### config.mk
export PLATFORM = sky130hd
export DESIGN_NAME = magic_length_deframer
export DESIGN_NICKNAME = d
export VERILOG_FILES = /design/src/sv/mld_pkg.sv /design/src/sv/mld_core.sv /design/src/sv/magic_length_deframer.sv
export SDC_FILE = /design/constraint.sdc
export NUM_CORES = 1
export LEC_CHECK = 0
export ABC_AREA = 1
export BUFFER_PORTS_ARGS = -buffer_cell sky130_fd_sc_hd__buf_4
export CAP_MARGIN = 10
export CORE_MARGIN = 2
export CORE_UTILIZATION = 44
export DETAILED_ROUTE_END_ITERATION = 12
export PLACE_DENSITY_LB_ADDON = 0.08
export SLEW_MARGIN = 10
export SYNTH_ARGS = -nofsm -noshare
export SYNTH_HDL_FRONTEND = slang
export SYNTH_HIERARCHICAL = 1
export SYNTH_SLANG_ARGS = --single-unit
### constraint.sdc
create_clock -name aclk -period 2.71 [get_ports aclk]
set_input_delay 0 -clock aclk [delete_from_list [all_inputs] [get_ports aclk]]
set_output_delay 0 -clock aclk [all_outputs]
set_load 0.02 [all_outputs]
### src/sv/mld_pkg.sv
// Shared constants and types for the magic/length message deframer.
package mld_pkg;

    // Header layout
    localparam int unsigned LENGTH_BYTES = 4;
    localparam int unsigned LEN_IDX_W    = (LENGTH_BYTES > 1) ? $clog2(LENGTH_BYTES) : 1;
    localparam logic [LEN_IDX_W-1:0] LEN_IDX_LAST = LEN_IDX_W'(LENGTH_BYTES - 1);

    localparam int unsigned REMAIN_W = 32;

    // Magic byte register reset value (ASCII 'M')
    localparam logic [7:0] MAGIC_RESET = 8'd77;

    // Phase codes
    localparam logic [1:0] PH_HUNT = 2'd0;
    localparam logic [1:0] PH_LEN  = 2'd1;
    localparam logic [1:0] PH_DATA = 2'd2;

    // Result kinds
    localparam logic [1:0] KIND_DATA  = 2'd0;
    localparam logic [1:0] KIND_EMPTY = 2'd1;
    localparam logic [1:0] KIND_DROP  = 2'd2;

    // Register byte addresses
    localparam logic [2:0] ADDR_MAGIC = 3'd0;

    typedef struct packed {
        logic       valid;
        logic [1:0] kind;
        logic [7:0] data;
        logic       last;
    } mld_result_t;

endpackage

### src/sv/mld_core.sv
// Deframer state machine: phase, length gathering and payload countdown.
module mld_core
    import mld_pkg::*;
(
    input  logic        aclk,
    input  logic        aresetn,
    input  logic        step,
    input  logic [7:0]  in_byte,
    input  logic [7:0]  magic_byte,
    output mld_result_t result
);

    logic [1:0]           phase_reg, phase_next;
    logic [LEN_IDX_W-1:0] idx_reg, idx_next;
    logic [REMAIN_W-1:0]  remain_reg, remain_next;
    logic [REMAIN_W-1:0]  len_shift;
    logic                 data_last;

    assign len_shift = {remain_reg[REMAIN_W-9:0], in_byte};
    assign data_last = (remain_reg <= REMAIN_W'(1));

    always_comb begin
        phase_next   = phase_reg;
        idx_next     = idx_reg;
        remain_next  = remain_reg;
        result       = '0;
        unique case (phase_reg)
            PH_LEN: begin
                remain_next = len_shift;
                idx_next    = idx_reg + LEN_IDX_W'(1);
                if (idx_reg == LEN_IDX_LAST) begin
                    idx_next = '0;
                    if (len_shift == '0) begin
                        phase_next   = PH_HUNT;
                        result.valid = 1'b1;
                        result.kind  = KIND_EMPTY;
                        result.last  = 1'b1;
                    end else begin
                        phase_next = PH_DATA;
                    end
                end
            end
            PH_DATA: begin
                result.valid = 1'b1;
                result.kind  = KIND_DATA;
                result.data  = in_byte;
                result.last  = data_last;
                if (data_last) begin
                    remain_next = '0;
                    phase_next  = PH_HUNT;
                end else begin
                    remain_next = remain_reg - REMAIN_W'(1);
                end
            end
            default: begin
                // hunt, and the unused code falls back to it
                phase_next = PH_HUNT;
                if (in_byte == magic_byte) begin
                    phase_next  = PH_LEN;
                    idx_next    = '0;
                    remain_next = '0;
                end else begin
                    result.valid = 1'b1;
                    result.kind  = KIND_DROP;
                    result.data  = in_byte;
                end
            end
        endcase
    end

    always_ff @(posedge aclk) begin
        if (!aresetn) begin
            phase_reg  <= PH_HUNT;
            idx_reg    <= '0;
            remain_reg <= '0;
        end else if (step) begin
            phase_reg  <= phase_next;
            idx_reg    <= idx_next;
            remain_reg <= remain_next;
        end
    end

endmodule

### src/sv/magic_length_deframer.sv
// Magic-byte, length-prefixed message deframer: top level.
//
// Takes one received byte per cycle. While hunting, any byte other than the
// magic byte (register 0, reset 'M') comes out as a discarded result; the
// magic byte opens a header of LENGTH_BYTES big-endian length bytes, then
// that many payload bytes pass out, the last with tlast. A zero length gives
// one empty-message result with tlast. m_tuser carries the kind (0 payload,
// 1 empty, 2 discarded). Sustained rate is one byte per cycle: each byte is
// handled in the cycle it is accepted and the result lands in a single
// output register, so s_tready drops only while that register holds a
// result that the sink has not taken. Write the magic byte only while idle.
module magic_length_deframer
    import mld_pkg::*;
(
    input  logic        aclk,
    input  logic        aresetn,
    // input stream
    input  logic        s_tvalid,
    output logic        s_tready,
    input  logic [7:0]  s_tdata,   // [7:0] in_byte
    // result stream
    output logic        m_tvalid,
    input  logic        m_tready,
    output logic [7:0]  m_tdata,   // [7:0] out_byte
    output logic [1:0]  m_tuser,   // [1:0] kind
    output logic        m_tlast,
    // configuration
    input  logic        psel,
    input  logic        penable,
    input  logic        pwrite,
    input  logic [2:0]  paddr,
    input  logic [31:0] pwdata,
    output logic [31:0] prdata,
    output logic        pready
);

    logic        magic_sel;
    logic [7:0]  magic_byte_reg;
    logic        cfg_wr;
    logic        in_take;
    mld_result_t core_res;

    logic        out_valid_reg, out_valid_next;
    logic [1:0]  out_kind_reg;
    logic [7:0]  out_data_reg;
    logic        out_last_reg;

    // APB register
    assign pready    = 1'b1;
    assign magic_sel = (paddr[2] == ADDR_MAGIC[2]);
    assign cfg_wr    = psel && penable && pwrite && magic_sel;
    assign prdata    = magic_sel ? {24'd0, magic_byte_reg} : 32'd0;

    always_ff @(posedge aclk) begin
        if (!aresetn) begin
            magic_byte_reg <= MAGIC_RESET;
        end else if (cfg_wr) begin
            magic_byte_reg <= pwdata[7:0];
        end
    end

    // Accept while the output register is empty or being drained
    assign s_tready = !out_valid_reg || m_tready;
    assign in_take  = s_tvalid && s_tready;

    mld_core u_core (
        .aclk       (aclk),
        .aresetn    (aresetn),
        .step       (in_take),
        .in_byte    (s_tdata),
        .magic_byte (magic_byte_reg),
        .result     (core_res)
    );

    always_comb begin
        out_valid_next = out_valid_reg;
        if (m_tready) begin
            out_valid_next = 1'b0;
        end
        if (in_take && core_res.valid) begin
            out_valid_next = 1'b1;
        end
    end

    always_ff @(posedge aclk) begin
        if (!aresetn) begin
            out_valid_reg <= 1'b0;
        end else begin
            out_valid_reg <= out_valid_next;
        end
    end

    // Payload of the result register
    always_ff @(posedge aclk) begin
        if (in_take && core_res.valid) begin
            out_kind_reg <= core_res.kind;
            out_data_reg <= core_res.data;
            out_last_reg <= core_res.last;
        end
    end

    assign m_tvalid = out_valid_reg;
    assign m_tdata  = out_data_reg;
    assign m_tuser  = out_kind_reg;
    assign m_tlast  = out_last_reg;

`ifndef NO_ASSERTIONS
    // A held result must block new input
    a_stall_blocks_input: assert property (@(posedge aclk) disable iff (!aresetn)
        (m_tvalid && !m_tready) |-> !s_tready)
        else $error("input accepted while result stalled");

    a_kind_legal: assert property (@(posedge aclk) disable iff (!aresetn)
        m_tvalid |-> (m_tuser == KIND_DATA || m_tuser == KIND_EMPTY || m_tuser == KIND_DROP))
        else $error("illegal result kind");

    a_drop_not_last: assert property (@(posedge aclk) disable iff (!aresetn)
        (m_tvalid && m_tuser == KIND_DROP) |-> !m_tlast)
        else $error("discarded byte marked last");

    a_empty_shape: assert property (@(posedge aclk) disable iff (!aresetn)
        (m_tvalid && m_tuser == KIND_EMPTY) |-> (m_tlast && m_tdata == 8'd0))
        else $error("empty message result malformed");
`endif

endmodule

==> results of run 1 <==
-- area by class of cell --
type / count / area, um^2
clock buffers: 5 / 68.8
clock inverters: 3 / 26.3
fillers: 1005 / 4850
inverters: 78 / 295
multi-input cells: 481 / 2530
flip-flops and latches: 56 / 1230
well taps: 133 / 166
repair buffers: 60 / 478
-- report_power, final --
part / total, mW / internal (mW) / switching (mW)
Sequential: 0.886 / 0.874 / 0.0114
Clock: 0.504 / 0.190 / 0.315
Combinational: 0.294 / 0.104 / 0.191
-- per-layer routing --
metal	GRT usage (%)	share of wire [%]
met1	26.2	45
met4	6.38	1.9
met2	36.7	49
met5	0	0
met3	3.80	4.3
-- synth_stat cells (all sizes together) --
library cell | number | share of area [%]
clkinv | 2 | 0.17
o21bai | 3 | 0.52
xnor2 | 9 | 1.8
and2 | 2 | 0.29
edfxtp | 11 | 7.7
nor2 | 101 | 13
clkbuf | 6 | 0.99
nor3 | 5 | 0.84
dlygate4sd1 | 1 | 0.20
nand2 | 206 | 20
nand4 | 12 | 1.7
o22ai | 9 | 1.3
conb | 2 | 0.17
inv | 76 | 6.7
or2 | 1 | 0.15
xor2 | 8 | 1.6
buf | 34 | 6.5
nand3 | 39 | 5.9
o21ai | 19 | 2.5
a21oi | 37 | 5.1
dfxtp | 45 | 21
ha | 5 | 1.5
-- cell families after synthesis --
family | after synthesis | share of synthesized area (%)
other | 2 | 0.175
adder cells (fa/ha/maj) | 5 | 1.46
flip-flops | 56 | 28.7
XOR/XNOR | 17 | 3.47
AND/OR/NAND/NOR | 366 | 42.3
AO/OA/AOI/OAI | 68 | 9.41
buffers and inverters | 119 | 14.5
-- how the worst max path moves through the flow --
stage | startpoint | endpoint | depth (start not counted)
2_1_floorplan | u_core/remain_reg[1]$_SDFFE_PN0P_ | m_tdata[0]$_DFFE_PP_ | 10
6_report | u_core/remain_reg[1]$_SDFFE_PN0P_ | m_tdata[3]$_DFFE_PP_ | 11
5_1_grt | u_core/remain_reg[1]$_SDFFE_PN0P_ | m_tuser[0]$_DFFE_PP_ | 11
4_1_cts | u_core/remain_reg[1]$_SDFFE_PN0P_ | m_tuser[0]$_DFFE_PP_ | 11
3_3_place_gp | u_core/remain_reg[1]$_SDFFE_PN0P_ | m_tdata[7]$_DFFE_PP_ | 11
3_5_place_dp | u_core/remain_reg[1]$_SDFFE_PN0P_ | m_tdata[3]$_DFFE_PP_ | 11
-- per-stage QoR --
step | power, mW | instance area (um^2) | hold WS (ps) | worst slack (ps)
after floorplan | 1.12 | 4380 | 126 | 83.6
after global placement | 1.19 | 4590 | 218 | 397
after detailed placement | 1.19 | 4590 | 218 | 329
after CTS | 1.70 | 4790 | 8.72 | 314
after global routing | 1.76 | 4790 | 38.2 | 13.6
final | 1.68 | 4790 | 6.09 | 334
-- worst max-delay path, cell delays in order (launching register included) --
cell and delay, ps:
dfxtp_1 350, inv_1 100, ha_1 330, nand3_2 190
nor3_1 230, nand3_1 130, nor2_1 140, nor3_1 60
nor2_1 100, inv_1 60, nor3_1 160, buf_4 230
-- layout by cell type, fill, tap and decap left out, drive strengths merged --
cell and n:
dfxtp 45, o21bai 3, inv 77, buf 49, xnor2 9, nand3 39
or2 1, nand4 12, and2 2, clkinv 4, conb 25, a21oi 37
nor2 101, nand2 206, dlygate4sd3 11, o21ai 19, nor3 5, clkbuf 5
o22ai 9, ha 5, xor2 8, edfxtp 11
==> results_dict.tcl, run 1 <==
set metrics [dict create \
    stdcell_count 816 \
    rrSetupSlack_ps 330 \
    viasPerCell 4.79 \
    finalSetupTns_ps 0 \
    finClkSkew_ps 8.53 \
    path_max_fanout 11 \
    wl_mm 10.7 \
    period_share_pct 87.7 \
    rsz0062_at_grt "no" \
    worstHoldPathType "primary input to flip-flop" \
    grt_util_all_layers_pct 20.9 \
    diodes 0 \
    antenna_found_initial 0 \
    post_cts_buffers 0 \
    cts_buffer_depth 2 \
    synth_area_um2 4300 \
    grt_overflow 0 \
    drcViolationCount 0 \
    finalCriticalPeriod_ps 2380 \
    fin_nets 737 \
    netlist_instances 633 \
    worstRegToRegCells 11 \
    via_count 3912 \
    start_util_pct 44.6 \
    htreeDepth 2 \
    ys_ff_latch 56 \
    hold_path.startpoint "pwdata[5]" \
    ys.warnings.count 6 \
    powerDensity_nw_per_um2 351 \
    synth-seq-area-share_pct 28.7 \
    min_to "magic_byte_reg[5]$_SDFFE_PN0P_" \
    hold_depth 5 \
    rows 36 \
    wl_per_cell_um 13.1 \
    cts.clk_slew.worst_paths_ps 110 \
    first_global_vias 3673 \
    cts_root_buf "clkbuf_8" \
    ioPinCount 96 \
    setup_viol 0 \
    clk_latency_ps 320 \
    synth_area_per_cell_um2 6.79 \
    arrival_ps 2410 \
    numCtsBuffers 5 \
    required_ps 2750 \
    layout-drive-gt1-share_pct 18.6 \
    largest_reg_flops 32 \
    status "complete, no violations" \
    synth.distinct_cells 40 \
    p_leak_nw 2.43 \
    cts_tree "yes" \
    fp.dieW_um 103 \
    drtIter0Drc 119 \
    fmax_ghz 0.421 \
    worst_pin_slew_ps 549 \
    grt_max_degree 35 \
    rr_startpoint "u_core/remain_reg[1]$_SDFFE_PN0P_" \
    crit_type "flip-flop to flip-flop" \
    syn2layout_area_growth_pct 11.6 \
    cts.sinks 56 \
    relSlewSlack_pct 63.3 \
    cts.repair.resized 0 \
    endpoint_kind "flip-flop" \
    die_h_um 103 \
    antenna_left 0 \
    drv_cap 0 \
    start_kind "flip-flop" \
    fp.dieArea_um2 10600 \
    place_inst 797 \
    numPortBuffers 44 \
    ir_worst_vdd_v 0.000226 \
    hold_violations 0 \
    grt_pass1_wl_mm 17.4 \
    place_congestion 0.928 \
    drtPass1Iterations 4 \
    core_area_um2 9640 \
    finalMaxSlewViolations 0 \
    cts_hold_buffers 11 \
    dp_hpwl_mm 7.87 \
    timing.rr.end "m_tdata[3]$_DFFE_PP_" \
    final_core_util_pct 49.7 \
]
No activity file was read; power rests on OpenSTA's default activity.
==> inputs of run 2 (changes only) <==
Settings changed: PLACE_DENSITY set to 0.75, PLACE_DENSITY_LB_ADDON 0.08 to not set.
==> results_dict.tcl, run 2 (synthesis results as in run 1) <==
set metrics [dict create \
    place_congestion 0.995 \
    finClkSkew_ps 10.8 \
    path_max_fanout 11 \
    worst_pin_slew_ps 502 \
    wl_mm 10.1 \
    worstRegToRegCells 11 \
    fp.dieArea_um2 10600 \
    finalCriticalPeriod_ps 2330 \
    period_share_pct 85.9 \
    final_common_cell "nand2_1" \
    finalSetupTns_ps 0 \
    post_cts_buffers 0 \
    grt_max_degree 33 \
    largest_reg_flops 32 \
    powerDensity_nw_per_um2 354 \
    numCtsBuffers 5 \
    rr_startpoint "u_core/remain_reg[1]$_SDFFE_PN0P_" \
    endpoint_kind "flip-flop" \
    finalMaxSlewViolations 0 \
    layout-drive-gt1-share_pct 18.7 \
    drv_cap 0 \
    core_area_um2 9640 \
    grt_util_all_layers_pct 20.4 \
    worstHoldPathType "primary input to flip-flop" \
    hold_path.startpoint "penable" \
    layout_common_cells "192 x nand2_1, 72 x inv_1, 72 x nor2_1, 50 x buf_4, 45 x dfxtp_1" \
    grt_overflow 0 \
    antenna_found_initial 0 \
    viasPerCell 4.88 \
    rrSetupSlack_ps 380 \
    fmax_ghz 0.429 \
    cts.clk_slew.worst_paths_ps 120 \
    multi_input_area_um2 2530 \
    cts_tree "yes" \
    p_leak_nw 2.44 \
    place_area_um2 4600 \
    numPortBuffers 44 \
    via_count 3999 \
    die_h_um 103 \
    syn2layout_area_growth_pct 12.3 \
    cts_root_buf "clkbuf_8" \
    design_area_um2 4820 \
    drtPass1Iterations 5 \
    first_global_vias 3848 \
    drtIter0Drc 200 \
    seq_area_um2 1230 \
    stdcell_count 819 \
    relSlewSlack_pct 66.4 \
    fp.dieW_um 103 \
    place_inst 798 \
    dp_hpwl_mm 7.45 \
    fillers 949 \
    timing.rr.end "m_tdata[7]$_DFFE_PP_" \
    setup_viol 0 \
    crit_type "flip-flop to flip-flop" \
    ir_worst_vdd_v 0.000230 \
    min_to "magic_byte_reg[4]$_SDFFE_PN0P_" \
    arrival_ps 2370 \
    antenna_left 0 \
    drcViolationCount 0 \
    cts.sinks 56 \
    ioPinCount 96 \
    rows 36 \
    grt_pass1_wl_mm 17.2 \
    cts_buffer_depth 2 \
    clk_latency_ps 330 \
    required_ps 2750 \
    fin_nets 740 \
    hold_violations 0 \
    wl_per_cell_um 12.4 \
    start_util_pct 44.6 \
    htreeDepth 2 \
    status "complete, no violations" \
    hold_depth 5 \
    diodes 0 \
    rsz0062_at_grt "no" \
    total_power_mw 1.71 \
    start_kind "flip-flop" \
]
[run 2: changes by cell type in the layout (fill, tap and decap cells not counted), sizes merged]
cell         delta
dlygate4sd3     +2
buf             +1
inv             +2
clkinv          -2
[run 2: worst max-delay path by stage]
| stage | start | end | slack (ps) | cells after the start |
|---|---|---|---|---|
| floorplan | u_core/remain_reg[1]$_SDFFE_PN0P_ | m_tdata[0]$_DFFE_PP_ | 80 | 10 |
| global placement | u_core/remain_reg[0]$_SDFFE_PN0P_ | m_tdata[4]$_DFFE_PP_ | 440 | 11 |
| detailed placement | u_core/remain_reg[1]$_SDFFE_PN0P_ | m_tdata[4]$_DFFE_PP_ | 420 | 11 |
| CTS | u_core/remain_reg[1]$_SDFFE_PN0P_ | m_tdata[4]$_DFFE_PP_ | 390 | 11 |
| global route | u_core/remain_reg[0]$_SDFFE_PN0P_ | m_tdata[7]$_DFFE_PP_ | 80 | 11 |
| finish | u_core/remain_reg[1]$_SDFFE_PN0P_ | m_tdata[7]$_DFFE_PP_ | 380 | 11 |
[run 2: what timing repair did]
| item | in CTS | in global routing |
|---|---|---|
| gates resized for setup | 0 | 0 |
| hold buffers | 13 | 0 |
| hold endpoints to repair | 13 | 0 |
[run 2: where the power goes]
group,total [mW],internal [mW],switching [mW],leakage [nW]
registers,0.887,0.875,0.0120,0.469
clock network,0.527,0.197,0.330,0.0511
logic,0.294,0.106,0.188,1.92
[run 2: final cells by class]
cell class	count	share of cell area, %
Multi-Input combinational cell	481	52.4
Sequential cell	56	25.5
Timing Repair Buffer	63	10.5
Inverter	78	6.12
Tap cell	133	3.45
Clock buffer	5	1.43
Clock inverter	3	0.597
[run 2: layer usage]
layer  part of all wire [%]  wire length [um]  track usage, %  up-vias
met5                      0                 0               0        -
met4                    1.9               189            6.58        0
met3                    5.2               526            3.05       15
met2                     49              5000            36.3      131
met1                     44              4420            25.3     1827
li1                       -                 -               -     2026
[run 2: stage by stage]
stage	hold slack [ps]	setup slack, ps	util [%]
after floorplan	126	83.6	-
after global placement	214	443	47.7
after detailed placement	221	418	47.7
after CTS	41.0	388	50.0
after global routing	73.1	84.7	50.0
final	67.9	382	50.0
[run 2: critical path: stages (launching register included)]
cell,delay (ps)
dfxtp_1,350
inv_1,110
ha_1,320
nand3_2,180
nor3_1,210
nand3_1,130
nor2_1,140
nor3_1,60
nor2_1,90
inv_1,60
nor3_1,160
buf_4,230
==> inputs of run 3 (changes only) <==
Settings changed: CORE_UTILIZATION 44 to 51, CTS_BUF_LIST set to sky130_fd_sc_hd__clkbuf_8, PLACE_DENSITY 0.75 to 0.84, RECOVER_POWER set to 50.
==> results_dict.tcl, run 3 (synthesis results as in run 1) <==
set metrics [dict create \
    syn2layout_area_growth_pct 9.14 \
    rrSetupSlack_ps 280 \
    finalMaxSlewViolations 0 \
    worst_pin_slew_ps 692 \
    first_global_vias 3908 \
    timing.rr.end "u_core/remain_reg[6]$_SDFFE_PN0P_" \
    rows 33 \
    htreeDepth 2 \
    grt_max_degree 35 \
    relSlewSlack_pct 53.9 \
    power.share.switching_pct 31.1 \
    fp.dieArea_um2 9170 \
    status "complete, no violations" \
    cts.clk_slew.worst_paths_ps 120 \
    rsz0062_at_grt "no" \
    worstRegToRegCells 8 \
    wl_mm 10.5 \
    start_util_pct 52.6 \
    numCtsBuffers 5 \
    fmax_ghz 0.412 \
    final_core_util_pct 57.4 \
    cts_tree "yes" \
    comb_power_share_pct 16.6 \
    wl_per_cell_um 13.3 \
    switching_power_uw 523 \
    finalCriticalPeriod_ps 2430 \
    grt.busiest_layer "met2" \
    final_common_cell "nand2_1" \
    numPortBuffers 44 \
    p_seq_share_pct 52.7 \
    cts.sinks 56 \
    drcViolationCount 0 \
    dp_hpwl_mm 7.52 \
    setup_viol 0 \
    ioPinCount 96 \
    use_met1_pct 28.0 \
    diodes 0 \
    drtIter0Drc 320 \
    layout_common_cells "192 x nand2_1, 73 x nor2_1, 72 x inv_1, 45 x dfxtp_1, 28 x a21oi_1" \
    fillers 739 \
    crit_type "flip-flop to flip-flop" \
    worstHoldPathType "primary input to flip-flop" \
    rr_startpoint "u_core/phase_reg[0]$_SDFFE_PN0P_" \
    grt_util_all_layers_pct 23.3 \
    drv_cap 0 \
    fp.dieW_um 95.8 \
    finClkSkew_ps 10.1 \
    p_int_mw 1.16 \
    grt_overflow 0 \
    largest_reg_flops 32 \
    place_congestion 0.896 \
    antenna_left 0 \
    required_ps 2970 \
    whs_ps 40.9 \
    clkPwrFrac_pct 30.7 \
    layout-drive-gt1-share_pct 15.2 \
    cts_buffer_depth 2 \
    fin_nets 739 \
    critical_path.startpoint "u_core/phase_reg[0]$_SDFFE_PN0P_" \
    endpoint_kind "flip-flop" \
    total_power_mw 1.68 \
    grt_use_met2_pct 42.4 \
    die_h_um 95.8 \
    clk_latency_ps 330 \
    ir_worst_vdd_v 0.000238 \
    path_max_fanout 33 \
    p_leak_nw 2.35 \
    period_share_pct 89.6 \
    core_area_um2 8180 \
    hold_violations 0 \
    via_count 4124 \
    grtUsageMet3_pct 2.27 \
    cts_root_buf "clkbuf_8" \
    viasPerCell 5.22 \
    grt_pass1_wl_mm 17.2 \
    crit_end "u_core/remain_reg[6]$_SDFFE_PN0P_" \
    drtPass1Iterations 5 \
    finalSetupTns_ps 0 \
    powerDensity_nw_per_um2 358 \
    hold_depth 6 \
    start_kind "flip-flop" \
    antenna_found_initial 0 \
    arrival_ps 2680 \
]
[run 3: changes by cell type in the layout (fill, tap and decap cells not counted)]
cell and change:
buf_4 -28, clkbuf_1 +23, clkbuf_4 +4, ha_1 -1, ha_2 +1, nor2_1 +1, nor2_4 -1
[run 3: metrics by stage]
step	worst slack [ps]	area, um^2	std cells
after floorplan	83.6	4380	656
after global placement	481	4550	769
after detailed placement	311	4550	769
after CTS	283	4780	790
after global routing	93.9	4690	790
final	281	4690	790
[run 3: critical path, stage by stage, from the launching register on]
cell and delay, ps:
dfxtp_1 380, ha_1 180, clkbuf_1 490, inv_1 170, nand3_2 130, nand2_4 240
nor2_8 460, nand2_1 120, a21oi_1 140
[run 3: worst min path at each step]
stage,slack [ps],end,start
finish,40,m_tvalid$_SDFFE_PN0P_,m_tready
global route,70,magic_byte_reg[5]$_SDFFE_PN0P_,psel
CTS,50,m_tvalid$_SDFFE_PN0P_,s_tvalid
detailed placement,220,magic_byte_reg[3]$_SDFFE_PN1P_,pwdata[3]
global placement,210,magic_byte_reg[2]$_SDFFE_PN1P_,pwdata[2]
floorplan,130,magic_byte_reg[0]$_SDFFE_PN1P_,pwdata[0]
[run 3: repair_timing]
action                     4_1_cts  5_1_grt
setup endpoints to repair        0        4
setup buffers                    0        0
hold buffers                    13        0
hold endpoints to repair        10        0
resized for setup                0        1
[run 3: metal layers]
metal  wire (um)  up-vias
li1            -     2035
met1        4360     1931
met2        5480      139
met3         446       19
met4         198        0
met5           0        -
[run 3: power by group through the flow]
| stage | Sequential [mW] | Combinational (mW) | Clock, mW |
|---|---|---|---|
| finish | 0.886 | 0.278 | 0.516 |
| global route | 0.888 | 0.303 | 0.554 |
| CTS | 0.886 | 0.296 | 0.520 |
| detailed placement | 0.905 | 0.282 | 0 |
| global placement | 0.904 | 0.275 | 0 |
| floorplan | 0.922 | 0.198 | 0 |
[run 3: area by class of cell]
cell class / count / area [um^2] / share of cell area, %
Sequential cell: 56 / 1230 / 26.3
Multi-Input combinational cell: 481 / 2520 / 53.8
Tap cell: 105 / 131 / 2.80
Inverter: 78 / 295 / 6.30
Clock buffer: 5 / 68.8 / 1.47
Clock inverter: 3 / 28.8 / 0.614
Timing Repair Buffer: 62 / 412 / 8.78
